File: src/acpi_pm_timer_read_unit_assert.svh
// Assertion macros shared by the timer read unit and its divider.
// Both sample on clock and are off while reset is high.
`ifndef ACPI_PM_TIMER_READ_UNIT_ASSERT_SVH
`define ACPI_PM_TIMER_READ_UNIT_ASSERT_SVH

// Same-cycle implication.
`define APT_ASSERT_IMP(name, ante, cons, msg) \
   name: assert property (@(posedge clock) disable iff (reset) (ante) |-> (cons)) \
      else $error(msg);

// Next-cycle implication.
`define APT_ASSERT_NXT(name, ante, cons, msg) \
   name: assert property (@(posedge clock) disable iff (reset) (ante) |=> (cons)) \
      else $error(msg);

`endif

File: src/apt_pkg.sv
package apt_pkg;

   localparam int unsigned TICK_RATE_HZ_DEF = 3579545;
   localparam int unsigned NSEC_PER_SEC     = 1000000000;

   localparam int unsigned BYTES_W  = 3;
   localparam int unsigned STAMP_W  = 64;
   localparam int unsigned SEC_W    = 32;
   localparam int unsigned NSEC_W   = 30;
   localparam int unsigned DATA_W   = 32;
   localparam int unsigned FREQ_W   = 40;
   localparam int unsigned CSR_IDX_W = 1;
   localparam int unsigned MUL_W    = 32;

   localparam logic [BYTES_W-1:0] VALID_ACCESS_BYTES = 3'd4;
   localparam logic [FREQ_W-1:0]  CYCLE_FREQ_RESET   = 40'd2000000000;

   typedef enum logic [CSR_IDX_W-1:0] {
      CSR_CLOCK_SOURCE = 1'b0,
      CSR_CYCLE_FREQ   = 1'b1
   } csr_index_type;

   typedef enum logic [1:0] {
      STATUS_OK        = 2'd0,
      STATUS_BAD_SIZE  = 2'd1,
      STATUS_BACKWARDS = 2'd2
   } status_type;

   typedef enum logic [2:0] {
      ST_IDLE,
      ST_NS,
      ST_DIFF,
      ST_MUL_LO,
      ST_MUL_HI,
      ST_DIV_GO,
      ST_DIV,
      ST_DONE
   } state_type;

   typedef struct packed {
      logic busy;
      logic done;
   } div_sts_type;

endpackage

File: src/apt_if.sv
interface apt_req_if import apt_pkg::*; ();
   logic                valid;
   logic                ready;
   logic [BYTES_W-1:0]  access_bytes;
   logic [STAMP_W-1:0]  cycle_stamp;
   logic [SEC_W-1:0]    uptime_sec;
   logic [NSEC_W-1:0]   uptime_nsec;

   modport source (output valid, access_bytes, cycle_stamp, uptime_sec, uptime_nsec,
                   input ready);
   modport sink   (input valid, access_bytes, cycle_stamp, uptime_sec, uptime_nsec,
                   output ready);
endinterface

interface apt_rsp_if import apt_pkg::*; ();
   logic               valid;
   logic               ready;
   logic [DATA_W-1:0]  read_data;
   status_type         status;

   modport source (output valid, read_data, status, input ready);
   modport sink   (input valid, read_data, status, output ready);
endinterface

interface apt_csr_if import apt_pkg::*; ();
   logic                  valid;
   logic                  ready;
   logic [CSR_IDX_W-1:0]  index;
   logic [FREQ_W-1:0]     data;

   modport source (output valid, index, data, input ready);
   modport sink   (input valid, index, data, output ready);
endinterface

File: src/apt_div.sv
`include "acpi_pm_timer_read_unit_assert.svh"

// Restoring divider, one quotient bit per cycle. Quotient bits shift into
// the dividend register as its top bits move into the remainder.
module apt_div import apt_pkg::*; #(
   parameter int unsigned DVD_W = 86,
   parameter int unsigned DSR_W = FREQ_W,
   parameter int unsigned QUO_W = STAMP_W
) (
   input  logic              clock,
   input  logic              reset,
   input  logic              start,
   input  logic [DVD_W-1:0]  dividend,
   input  logic [DSR_W-1:0]  divisor,
   output div_sts_type       sts,
   output logic [QUO_W-1:0]  quotient
);

   localparam int unsigned CNT_W = $clog2(DVD_W + 1);

   logic [DVD_W-1:0] dvd_ff, dvd_in;
   logic [DSR_W-1:0] rem_ff, rem_in;
   logic [DSR_W-1:0] divisor_ff;
   logic [CNT_W-1:0] cnt_ff, cnt_in;
   logic             busy_ff, busy_in;
   logic             done_ff, done_in;
   logic [DSR_W:0]   trial;
   logic             fits;

   always_comb begin
      trial   = {rem_ff, dvd_ff[DVD_W-1]};
      fits    = (trial >= {1'b0, divisor_ff});
      dvd_in  = dvd_ff;
      rem_in  = rem_ff;
      cnt_in  = cnt_ff;
      busy_in = busy_ff;
      done_in = 1'b0;
      if (start) begin
         dvd_in  = dividend;
         rem_in  = '0;
         cnt_in  = CNT_W'(DVD_W);
         busy_in = 1'b1;
      end else if (busy_ff) begin
         dvd_in = {dvd_ff[DVD_W-2:0], fits};
         rem_in = fits ? DSR_W'(trial - {1'b0, divisor_ff}) : trial[DSR_W-1:0];
         cnt_in = cnt_ff - 1'b1;
         if (cnt_ff == CNT_W'(1)) begin
            busy_in = 1'b0;
            done_in = 1'b1;
         end
      end
   end

   always_ff @(posedge clock) begin
      if (reset) begin
         busy_ff <= 1'b0;
         done_ff <= 1'b0;
         cnt_ff  <= '0;
      end else begin
         busy_ff <= busy_in;
         done_ff <= done_in;
         cnt_ff  <= cnt_in;
      end
   end

   always_ff @(posedge clock) begin
      dvd_ff <= dvd_in;
      rem_ff <= rem_in;
      if (start) begin
         divisor_ff <= divisor;
      end
   end

   assign sts.busy = busy_ff;
   assign sts.done = done_ff;
   assign quotient = dvd_ff[QUO_W-1:0];

   `APT_ASSERT_NXT(a_start_busy, start, busy_ff, "divider did not go busy on start")
   `APT_ASSERT_IMP(a_divisor_nz, busy_ff, divisor_ff != '0, "divider running on zero divisor")
   `APT_ASSERT_IMP(a_rem_below, busy_ff, rem_ff < divisor_ff, "partial remainder not below divisor")

endmodule

File: src/acpi_pm_timer_read_unit.sv
// A good four-byte read steps through the NS, DIFF, MUL_LO, MUL_HI, DIV_GO, DIV and DONE
//   states, staying in DIV while the bit-serial divider runs; a bad size goes straight
//   to DONE, and a backwards stamp leaves DIFF for DONE.
// One read at a time is taken; a result held at the output stalls the sequencer.
// Reset (synchronous, active high): timer unanchored, count and stamps zero,
//   clock_source = 0, cycle_freq_hz = 2000000000, no result pending.
`include "acpi_pm_timer_read_unit_assert.svh"

module acpi_pm_timer_read_unit import apt_pkg::*; #(
   parameter int unsigned TICK_RATE_HZ = TICK_RATE_HZ_DEF
) (
   input  logic   clock,
   input  logic   reset,
   apt_csr_if.sink   csr_bus,
   apt_req_if.sink   req_bus,
   apt_rsp_if.source rsp_bus
);

   // Tick rate width and the width of elapsed * tick rate.
   localparam int unsigned TICK_W = $clog2(TICK_RATE_HZ + 1);
   localparam int unsigned DVD_W  = STAMP_W + TICK_W;
   localparam logic [MUL_W-1:0] TICK_MUL = MUL_W'(TICK_RATE_HZ);
   localparam logic [MUL_W-1:0] NSEC_MUL = MUL_W'(NSEC_PER_SEC);

   // Configuration registers.
   logic              clock_source_ff;
   logic [FREQ_W-1:0] cycle_freq_ff;

   // Timer state.
   logic               started_ff;
   logic [STAMP_W-1:0] tick_total_ff;
   logic [STAMP_W-1:0] last_cyc_ff;
   logic [STAMP_W-1:0] last_ns_ff;

   // Per-transaction working registers.
   state_type          state_ff, state_in;
   status_type         status_ff;
   logic [STAMP_W-1:0] cyc_ff;
   logic [SEC_W-1:0]   sec_ff;
   logic [NSEC_W-1:0]  nsec_ff;
   logic [STAMP_W-1:0] now_ns_ff;
   logic [STAMP_W-1:0] elapsed_ff;
   logic [DVD_W-1:0]   prod_ff;

   // Output register.
   logic               rsp_valid_ff;
   logic [DATA_W-1:0]  rsp_data_ff;
   status_type         rsp_status_ff;

   // Shared multiplier and sequencer controls.
   logic [MUL_W-1:0]   mul_a, mul_b;
   logic [2*MUL_W-1:0] mul_out;
   logic               div_start;
   logic               commit;
   logic               req_fire;
   logic               out_free;
   logic [STAMP_W-1:0] now_sel, last_sel;
   logic               backwards;
   logic [FREQ_W-1:0]  divisor;
   logic [STAMP_W-1:0] quotient;
   logic [STAMP_W-1:0] total_new;
   div_sts_type        div_sts;

   assign req_fire  = req_bus.valid && req_bus.ready;
   assign out_free  = !rsp_valid_ff || rsp_bus.ready;

   // Configuration writes must land while the block is idle; the block does not enforce it and takes them all.
   assign csr_bus.ready = 1'b1;

   always_ff @(posedge clock) begin
      if (reset) begin
         clock_source_ff <= 1'b0;
         cycle_freq_ff   <= CYCLE_FREQ_RESET;
      end else if (csr_bus.valid) begin
         unique case (csr_index_type'(csr_bus.index))
            CSR_CLOCK_SOURCE: clock_source_ff <= csr_bus.data[0];
            CSR_CYCLE_FREQ:   cycle_freq_ff   <= csr_bus.data;
            default:          ;
         endcase
      end
   end

   // Pick the stamp and the stored stamp of the active clock; a zero
   // frequency divides as one.
   always_comb begin
      now_sel   = clock_source_ff ? now_ns_ff : cyc_ff;
      last_sel  = clock_source_ff ? last_ns_ff : last_cyc_ff;
      backwards = started_ff && (now_sel < last_sel);
      if (clock_source_ff) begin
         divisor = FREQ_W'(NSEC_PER_SEC);
      end else if (cycle_freq_ff == '0) begin
         divisor = FREQ_W'(1);
      end else begin
         divisor = cycle_freq_ff;
      end
   end

   // Shared 32x32 multiplier: uptime seconds to nanoseconds, then the low
   // and high halves of elapsed * tick rate.
   assign mul_out = mul_a * mul_b;

   apt_div #(
      .DVD_W (DVD_W),
      .DSR_W (FREQ_W),
      .QUO_W (STAMP_W)
   ) u_div (
      .clock    (clock),
      .reset    (reset),
      .start    (div_start),
      .dividend (prod_ff),
      .divisor  (divisor),
      .sts      (div_sts),
      .quotient (quotient)
   );

   // Next state.
   always_comb begin
      state_in = state_ff;
      unique case (state_ff)
         ST_IDLE: begin
            if (req_fire) begin
               state_in = (req_bus.access_bytes == VALID_ACCESS_BYTES) ? ST_NS : ST_DONE;
            end
         end
         ST_NS:     state_in = ST_DIFF;
         ST_DIFF:   state_in = backwards ? ST_DONE : ST_MUL_LO;
         ST_MUL_LO: state_in = ST_MUL_HI;
         ST_MUL_HI: state_in = ST_DIV_GO;
         ST_DIV_GO: state_in = ST_DIV;
         ST_DIV: begin
            if (div_sts.done) begin
               state_in = ST_DONE;
            end
         end
         ST_DONE: begin
            if (out_free) begin
               state_in = ST_IDLE;
            end
         end
         default:   state_in = ST_IDLE;
      endcase
   end

   // Sequencer outputs.
   always_comb begin
      mul_a         = sec_ff;
      mul_b         = NSEC_MUL;
      div_start     = 1'b0;
      commit        = 1'b0;
      req_bus.ready = 1'b0;
      unique case (state_ff)
         ST_IDLE:   req_bus.ready = 1'b1;
         ST_MUL_LO: begin
            mul_a = elapsed_ff[MUL_W-1:0];
            mul_b = TICK_MUL;
         end
         ST_MUL_HI: begin
            mul_a = elapsed_ff[STAMP_W-1:MUL_W];
            mul_b = TICK_MUL;
         end
         ST_DIV_GO: div_start = 1'b1;
         ST_DONE:   commit = out_free;
         default:   ;
      endcase
   end

   always_ff @(posedge clock) begin
      if (reset) begin
         state_ff <= ST_IDLE;
      end else begin
         state_ff <= state_in;
      end
   end

   // Working registers: capture the transaction, then advance per step.
   always_ff @(posedge clock) begin
      if (req_fire) begin
         cyc_ff    <= req_bus.cycle_stamp;
         sec_ff    <= req_bus.uptime_sec;
         nsec_ff   <= req_bus.uptime_nsec;
         status_ff <= (req_bus.access_bytes == VALID_ACCESS_BYTES) ? STATUS_OK
                                                                    : STATUS_BAD_SIZE;
      end
      unique case (state_ff)
         ST_NS:     now_ns_ff <= mul_out + STAMP_W'(nsec_ff);
         ST_DIFF: begin
            elapsed_ff <= started_ff ? (now_sel - last_sel) : now_sel;
            if (backwards) begin
               status_ff <= STATUS_BACKWARDS;
            end
         end
         ST_MUL_LO: prod_ff <= DVD_W'(mul_out);
         ST_MUL_HI: prod_ff <= prod_ff + (DVD_W'(mul_out) << MUL_W);
         default:   ;
      endcase
   end

   // First valid read anchors; later ones accumulate, wrapping at 64 bits.
   assign total_new = started_ff ? (tick_total_ff + quotient) : quotient;

   // Timer state: commit only a good read, as it leaves for the output register.
   always_ff @(posedge clock) begin
      if (reset) begin
         started_ff    <= 1'b0;
         tick_total_ff <= '0;
         last_cyc_ff   <= '0;
         last_ns_ff    <= '0;
      end else if (commit && (status_ff == STATUS_OK)) begin
         started_ff    <= 1'b1;
         tick_total_ff <= total_new;
         last_cyc_ff   <= cyc_ff;
         last_ns_ff    <= now_ns_ff;
      end
   end

   // Output register: load on commit, drop once the sink takes it.
   always_ff @(posedge clock) begin
      if (reset) begin
         rsp_valid_ff <= 1'b0;
      end else if (commit) begin
         rsp_valid_ff <= 1'b1;
      end else if (rsp_bus.ready) begin
         rsp_valid_ff <= 1'b0;
      end
   end

   always_ff @(posedge clock) begin
      if (commit) begin
         rsp_data_ff   <= (status_ff == STATUS_OK) ? total_new[DATA_W-1:0] : '0;
         rsp_status_ff <= status_ff;
      end
   end

   assign rsp_bus.valid     = rsp_valid_ff;
   assign rsp_bus.read_data = rsp_data_ff;
   assign rsp_bus.status    = rsp_status_ff;

   `APT_ASSERT_IMP(a_err_zero, rsp_valid_ff && (rsp_status_ff != STATUS_OK), rsp_data_ff == '0, "error transaction carries nonzero data")
   `APT_ASSERT_NXT(a_bad_size, req_fire && (req_bus.access_bytes != VALID_ACCESS_BYTES), (state_ff == ST_DONE) && (status_ff == STATUS_BAD_SIZE), "bad access size not flagged")
   `APT_ASSERT_NXT(a_anchor, commit && (status_ff == STATUS_OK), started_ff && rsp_valid_ff, "good read did not anchor timer")

endmodule
File: src/flat_wrapper.sv
// flat-port wrapper written by rule: the top's interface ports become plain ports
module acpi_pm_timer_read_unit_flat import apt_pkg::*;
#(
   parameter int unsigned TICK_RATE_HZ = TICK_RATE_HZ_DEF
)
  (clock, reset, csr_bus_valid, csr_bus_index, csr_bus_data, csr_bus_ready, req_bus_valid, req_bus_access_bytes, req_bus_cycle_stamp, req_bus_uptime_sec, req_bus_uptime_nsec, req_bus_ready, rsp_bus_valid, rsp_bus_read_data, rsp_bus_status, rsp_bus_ready);
  apt_csr_if csr_bus_i ();
  apt_req_if req_bus_i ();
  apt_rsp_if rsp_bus_i ();
  input  logic clock;
  input  logic reset;
  input wire logic [$bits(csr_bus_i.valid)-1:0] csr_bus_valid;
  input wire logic [$bits(csr_bus_i.index)-1:0] csr_bus_index;
  input wire logic [$bits(csr_bus_i.data)-1:0] csr_bus_data;
  output wire logic [$bits(csr_bus_i.ready)-1:0] csr_bus_ready;
  input wire logic [$bits(req_bus_i.valid)-1:0] req_bus_valid;
  input wire logic [$bits(req_bus_i.access_bytes)-1:0] req_bus_access_bytes;
  input wire logic [$bits(req_bus_i.cycle_stamp)-1:0] req_bus_cycle_stamp;
  input wire logic [$bits(req_bus_i.uptime_sec)-1:0] req_bus_uptime_sec;
  input wire logic [$bits(req_bus_i.uptime_nsec)-1:0] req_bus_uptime_nsec;
  output wire logic [$bits(req_bus_i.ready)-1:0] req_bus_ready;
  output wire logic [$bits(rsp_bus_i.valid)-1:0] rsp_bus_valid;
  output wire logic [$bits(rsp_bus_i.read_data)-1:0] rsp_bus_read_data;
  output wire logic [$bits(rsp_bus_i.status)-1:0] rsp_bus_status;
  input wire logic [$bits(rsp_bus_i.ready)-1:0] rsp_bus_ready;
  assign csr_bus_i.valid = csr_bus_valid;
  assign csr_bus_i.index = csr_bus_index;
  assign csr_bus_i.data = csr_bus_data;
  assign csr_bus_ready = csr_bus_i.ready;
  assign req_bus_i.valid = req_bus_valid;
  assign req_bus_i.access_bytes = req_bus_access_bytes;
  assign req_bus_i.cycle_stamp = req_bus_cycle_stamp;
  assign req_bus_i.uptime_sec = req_bus_uptime_sec;
  assign req_bus_i.uptime_nsec = req_bus_uptime_nsec;
  assign req_bus_ready = req_bus_i.ready;
  assign rsp_bus_valid = rsp_bus_i.valid;
  assign rsp_bus_read_data = rsp_bus_i.read_data;
  assign rsp_bus_status = rsp_bus_i.status;
  assign rsp_bus_i.ready = rsp_bus_ready;
  acpi_pm_timer_read_unit #(.TICK_RATE_HZ(TICK_RATE_HZ)) u_core (.clock(clock), .reset(reset), .csr_bus(csr_bus_i), .req_bus(req_bus_i), .rsp_bus(rsp_bus_i));
endmodule
File: config.mk
export PLATFORM = sky130hd
export DESIGN_NAME = acpi_pm_timer_read_unit_flat
export DESIGN_NICKNAME = d
export VERILOG_FILES = /design/src/apt_pkg.sv /design/src/apt_if.sv /design/src/apt_div.sv /design/src/acpi_pm_timer_read_unit.sv /design/src/flat_wrapper.sv
export VERILOG_INCLUDE_DIRS = /design/src /design/src/src
export SDC_FILE = /design/constraint.sdc
export NUM_CORES = 2
export LEC_CHECK = 0
export BUFFER_PORTS_ARGS = -buffer_cell sky130_fd_sc_hd__buf_2
export CORE_ASPECT_RATIO = 1.25
export CORE_MARGIN = 5
export CORE_UTILIZATION = 30
export CTS_BUF_LIST = sky130_fd_sc_hd__clkbuf_2 sky130_fd_sc_hd__clkbuf_4 sky130_fd_sc_hd__clkbuf_8
export DETAILED_ROUTE_END_ITERATION = 6
export PLACE_DENSITY_LB_ADDON = 0.05
export RECOVER_POWER = 100
export REMOVE_ABC_BUFFERS = 1
export SLEW_MARGIN = 5
export SYNTH_ARGS = -nofsm -noshare
export SYNTH_HDL_FRONTEND = slang
export SYNTH_SLANG_ARGS = --single-unit
export TNS_END_PERCENT = 50
File: constraint.sdc
create_clock -name clock -period 23.5 [get_ports clock]
set_input_delay 1.175 -clock clock [delete_from_list [all_inputs] [get_ports clock]]
set_output_delay 1.175 -clock clock [all_outputs]
set_load 0.1 [all_outputs]
==> impl_metrics.tcl <==
set metrics [dict create \
    pin_count 212 \
    critPathKind "reg -> reg" \
    routed-wl-met3_um 6854 \
    synth-async-reset-ratio_pct 0 \
    crit_path_max_fanout 47 \
    syn_area_per_cell_um2 9.689 \
    cp-start-kind "flip-flop" \
    clkTransAtPathRegs_ns 0.06 \
    cts_resized 0 \
    num_rows 187 \
    start_util_pct 30.15 \
    slew_violations 1319 \
    worstPathRequired_ns 24.14 \
    tns_ns 0 \
    postCtsSetupBuffers 0 \
    dieWidth_um 418.7 \
    cts_buffers 155 \
    dieArea_um2 218100 \
    clock_latency_ns 0.96 \
    drcViolationCount 0 \
    skew_ns 0.1111 \
    final_nets 8070 \
    grt_pass1_vias 48590 \
    syn_to_final_growth_pct 11.46 \
    slew_headroom_pct -192.1 \
    multi_input_area_um2 38390 \
    dpl.hpwl_um 175500 \
    violations "capacitance limit, slew limit" \
    routed.top_layer "met4" \
    fin_crit_ns 17.57 \
    layout_common_cells "nand2_1, inv_1, ha_1" \
    synth.distinct_cells 91 \
    maxCapViolations 33 \
    slowest_stage "clkbuf_1" \
    core_area_um2 207800 \
    timing.final.crit_share_pct 74.78 \
    worstSetupEndpointType "flip-flop" \
    grtUsageTotal_pct 19.96 \
    die_y_um 520.9 \
    postLayoutCoreUtil_pct 33.61 \
    grt_pass1_wl_um 324700 \
    nFillCells 21850 \
    htreeDepth 4 \
    cts_root_buf "clkbuf_8" \
    tightest_slew_ns 4.382 \
    drtIter0Drc 2441 \
    yosys_warnings 0 \
    wl_met1_um 97430 \
    grt_overflow 0 \
    grt_setup_unrepaired "false" \
    max_stage_delay_ns 2.35 \
    synth_edf_count 499 \
    ys_seq_elements 755 \
    drive_above_1_share_pct 7.783 \
    hp-class "in -> reg" \
    met2WireLength_um 109000 \
    hold_viol_final 0 \
    antenna_found_initial 14 \
    dr.pass1.iters 5 \
    cts_tree "yes" \
    critPathMostFrequentCell "fa_1" \
    ctsHoldBuffers 0 \
    routedWlPerCell_um 22.80 \
    clockBufferDepth 4 \
    vias_per_cell 4.817 \
    ant_nets 0 \
    synthFlopType "edfxtp_1" \
    finalSetupViolations 0 \
    fmax_mhz 56.90 \
    final_common_cell "nand2_1" \
    cts.sinks 755 \
    port_buffers 210 \
    place.gp.congestion 0.8807 \
    drt_wl_total_um 218800 \
    synthCells 6466 \
    status "complete, but fails checks" \
    syn-cell-area_um2 62650 \
    vias 46230 \
    arrival_ns 18.22 \
    register_area_um2 20110 \
    grt_max_degree 92 \
    ys_seq_area_share_pct 32.10 \
]
synthesized netlist by cell type, drive strengths merged (20+ instances only):
cell type	instances	share of area, %
or2	23	0.23
nand2b	42	0.42
nand2	934	5.6
a21o	147	1.8
xnor2	183	2.6
xor2	98	1.4
dfxtp	256	8.2
nand3	75	0.60
mux2	65	1.2
and3	33	0.33
nor2	313	1.9
ha	615	12
o21ai	224	1.8
and2	75	0.75
o21a	29	0.35
edfxtp	499	24
o21bai	34	0.41
nor4	22	0.24
fa	548	18
nor3	52	0.42
a21oi	513	4.1
a211oi	56	0.69
o31ai	20	0.27
buf	22	0.17
nor2b	35	0.35
a31oi	37	0.38
mux2i	121	1.9
nand4	52	0.53
inv	899	5.4
o211ai	20	0.24
clkbuf	213	1.3
worst max-delay path, delay by kind of cell (launching register included):
kind	cells	cell delay, ns
AO/OA/AOI/OAI	7	2.79
XOR/XNOR	2	0.30
adder cells (fa/ha/maj)	10	4.77
buffers and inverters	7	5.81
flip-flops	1	0.60
AND/OR/NAND/NOR	12	2.93
cells by family (layout without fill, tap and decap cells):
| logic type | after synthesis | in the layout | share of synthesized area, % |
|---|---|---|---|
| xor gates and xnor gates | 281 | 281 | 3.929 |
| DFF | 755 | 755 | 32.10 |
| other | 2 | 67 | 0.01199 |
| AOI/OAI and AO/OA | 1231 | 1231 | 12.12 |
| and+or+nand+nor | 1714 | 1714 | 12.10 |
| muxes | 186 | 186 | 3.102 |
| adders and majority gates | 1163 | 1163 | 29.79 |
| buffers and inverters | 1134 | 1461 | 6.841 |
routing by layer:
layer,track usage [%],vias to the layer above
met5,0,-
met3,2.219,273
met1,26.15,22830
met2,35.21,831
li1,-,22290
met4,4.863,0
through the flow:
stage	cells	setup WS (ns)	hold WS, ns	cell area (um2)
floorplan	6286	8.247	0.4218	61940
global placement	9315	9.931	0.4408	67130
CTS	9588	10.29	0.2676	70220
detailed placement	9315	10.36	0.4456	67140
finish	9598	5.926	0.3870	69830
global route	9593	4.911	0.3046	69810
sequential cells by signal, summed over array words and instances, names as in the netlist, 63 cells and up:
register and count:
u_core.cyc_ff 64, u_core.last_ns_ff 63, u_core.now_ns_ff 63, u_core.elapsed_ff 64, u_core.last_cyc_ff 64, u_core.prod_ff 86, u_core.u_div.dvd_ff 86
area by class of cell:
| type | count | area share [%] |
|---|---|---|
| sequential | 755 | 28.81 |
| timing repair buffer | 289 | 2.005 |
| tap | 2740 | 4.910 |
| inverter | 899 | 4.836 |
| clock buffer | 217 | 3.847 |
| antenna | 10 | 0.03584 |
| multi-input combinational | 4632 | 54.98 |
| clock inverter | 56 | 0.5770 |
final timing paths:
kind                           end  cells past startpoint                    from  slack, ns
max reg2reg     u_core.prod_ff[85]                     38      u_core.state_ff[2]       5.93
min reg2reg  u_core.last_ns_ff[54]                      2   u_core.last_ns_ff[54]       0.45
min               u_core.cyc_ff[4]                      1  req_bus_cycle_stamp[4]       0.39
max             u_core.prod_ff[85]                     38      u_core.state_ff[2]       5.93
Power is not shown: default switching activity piles up to over one toggle a cycle in this logic, so the estimate is an artifact.
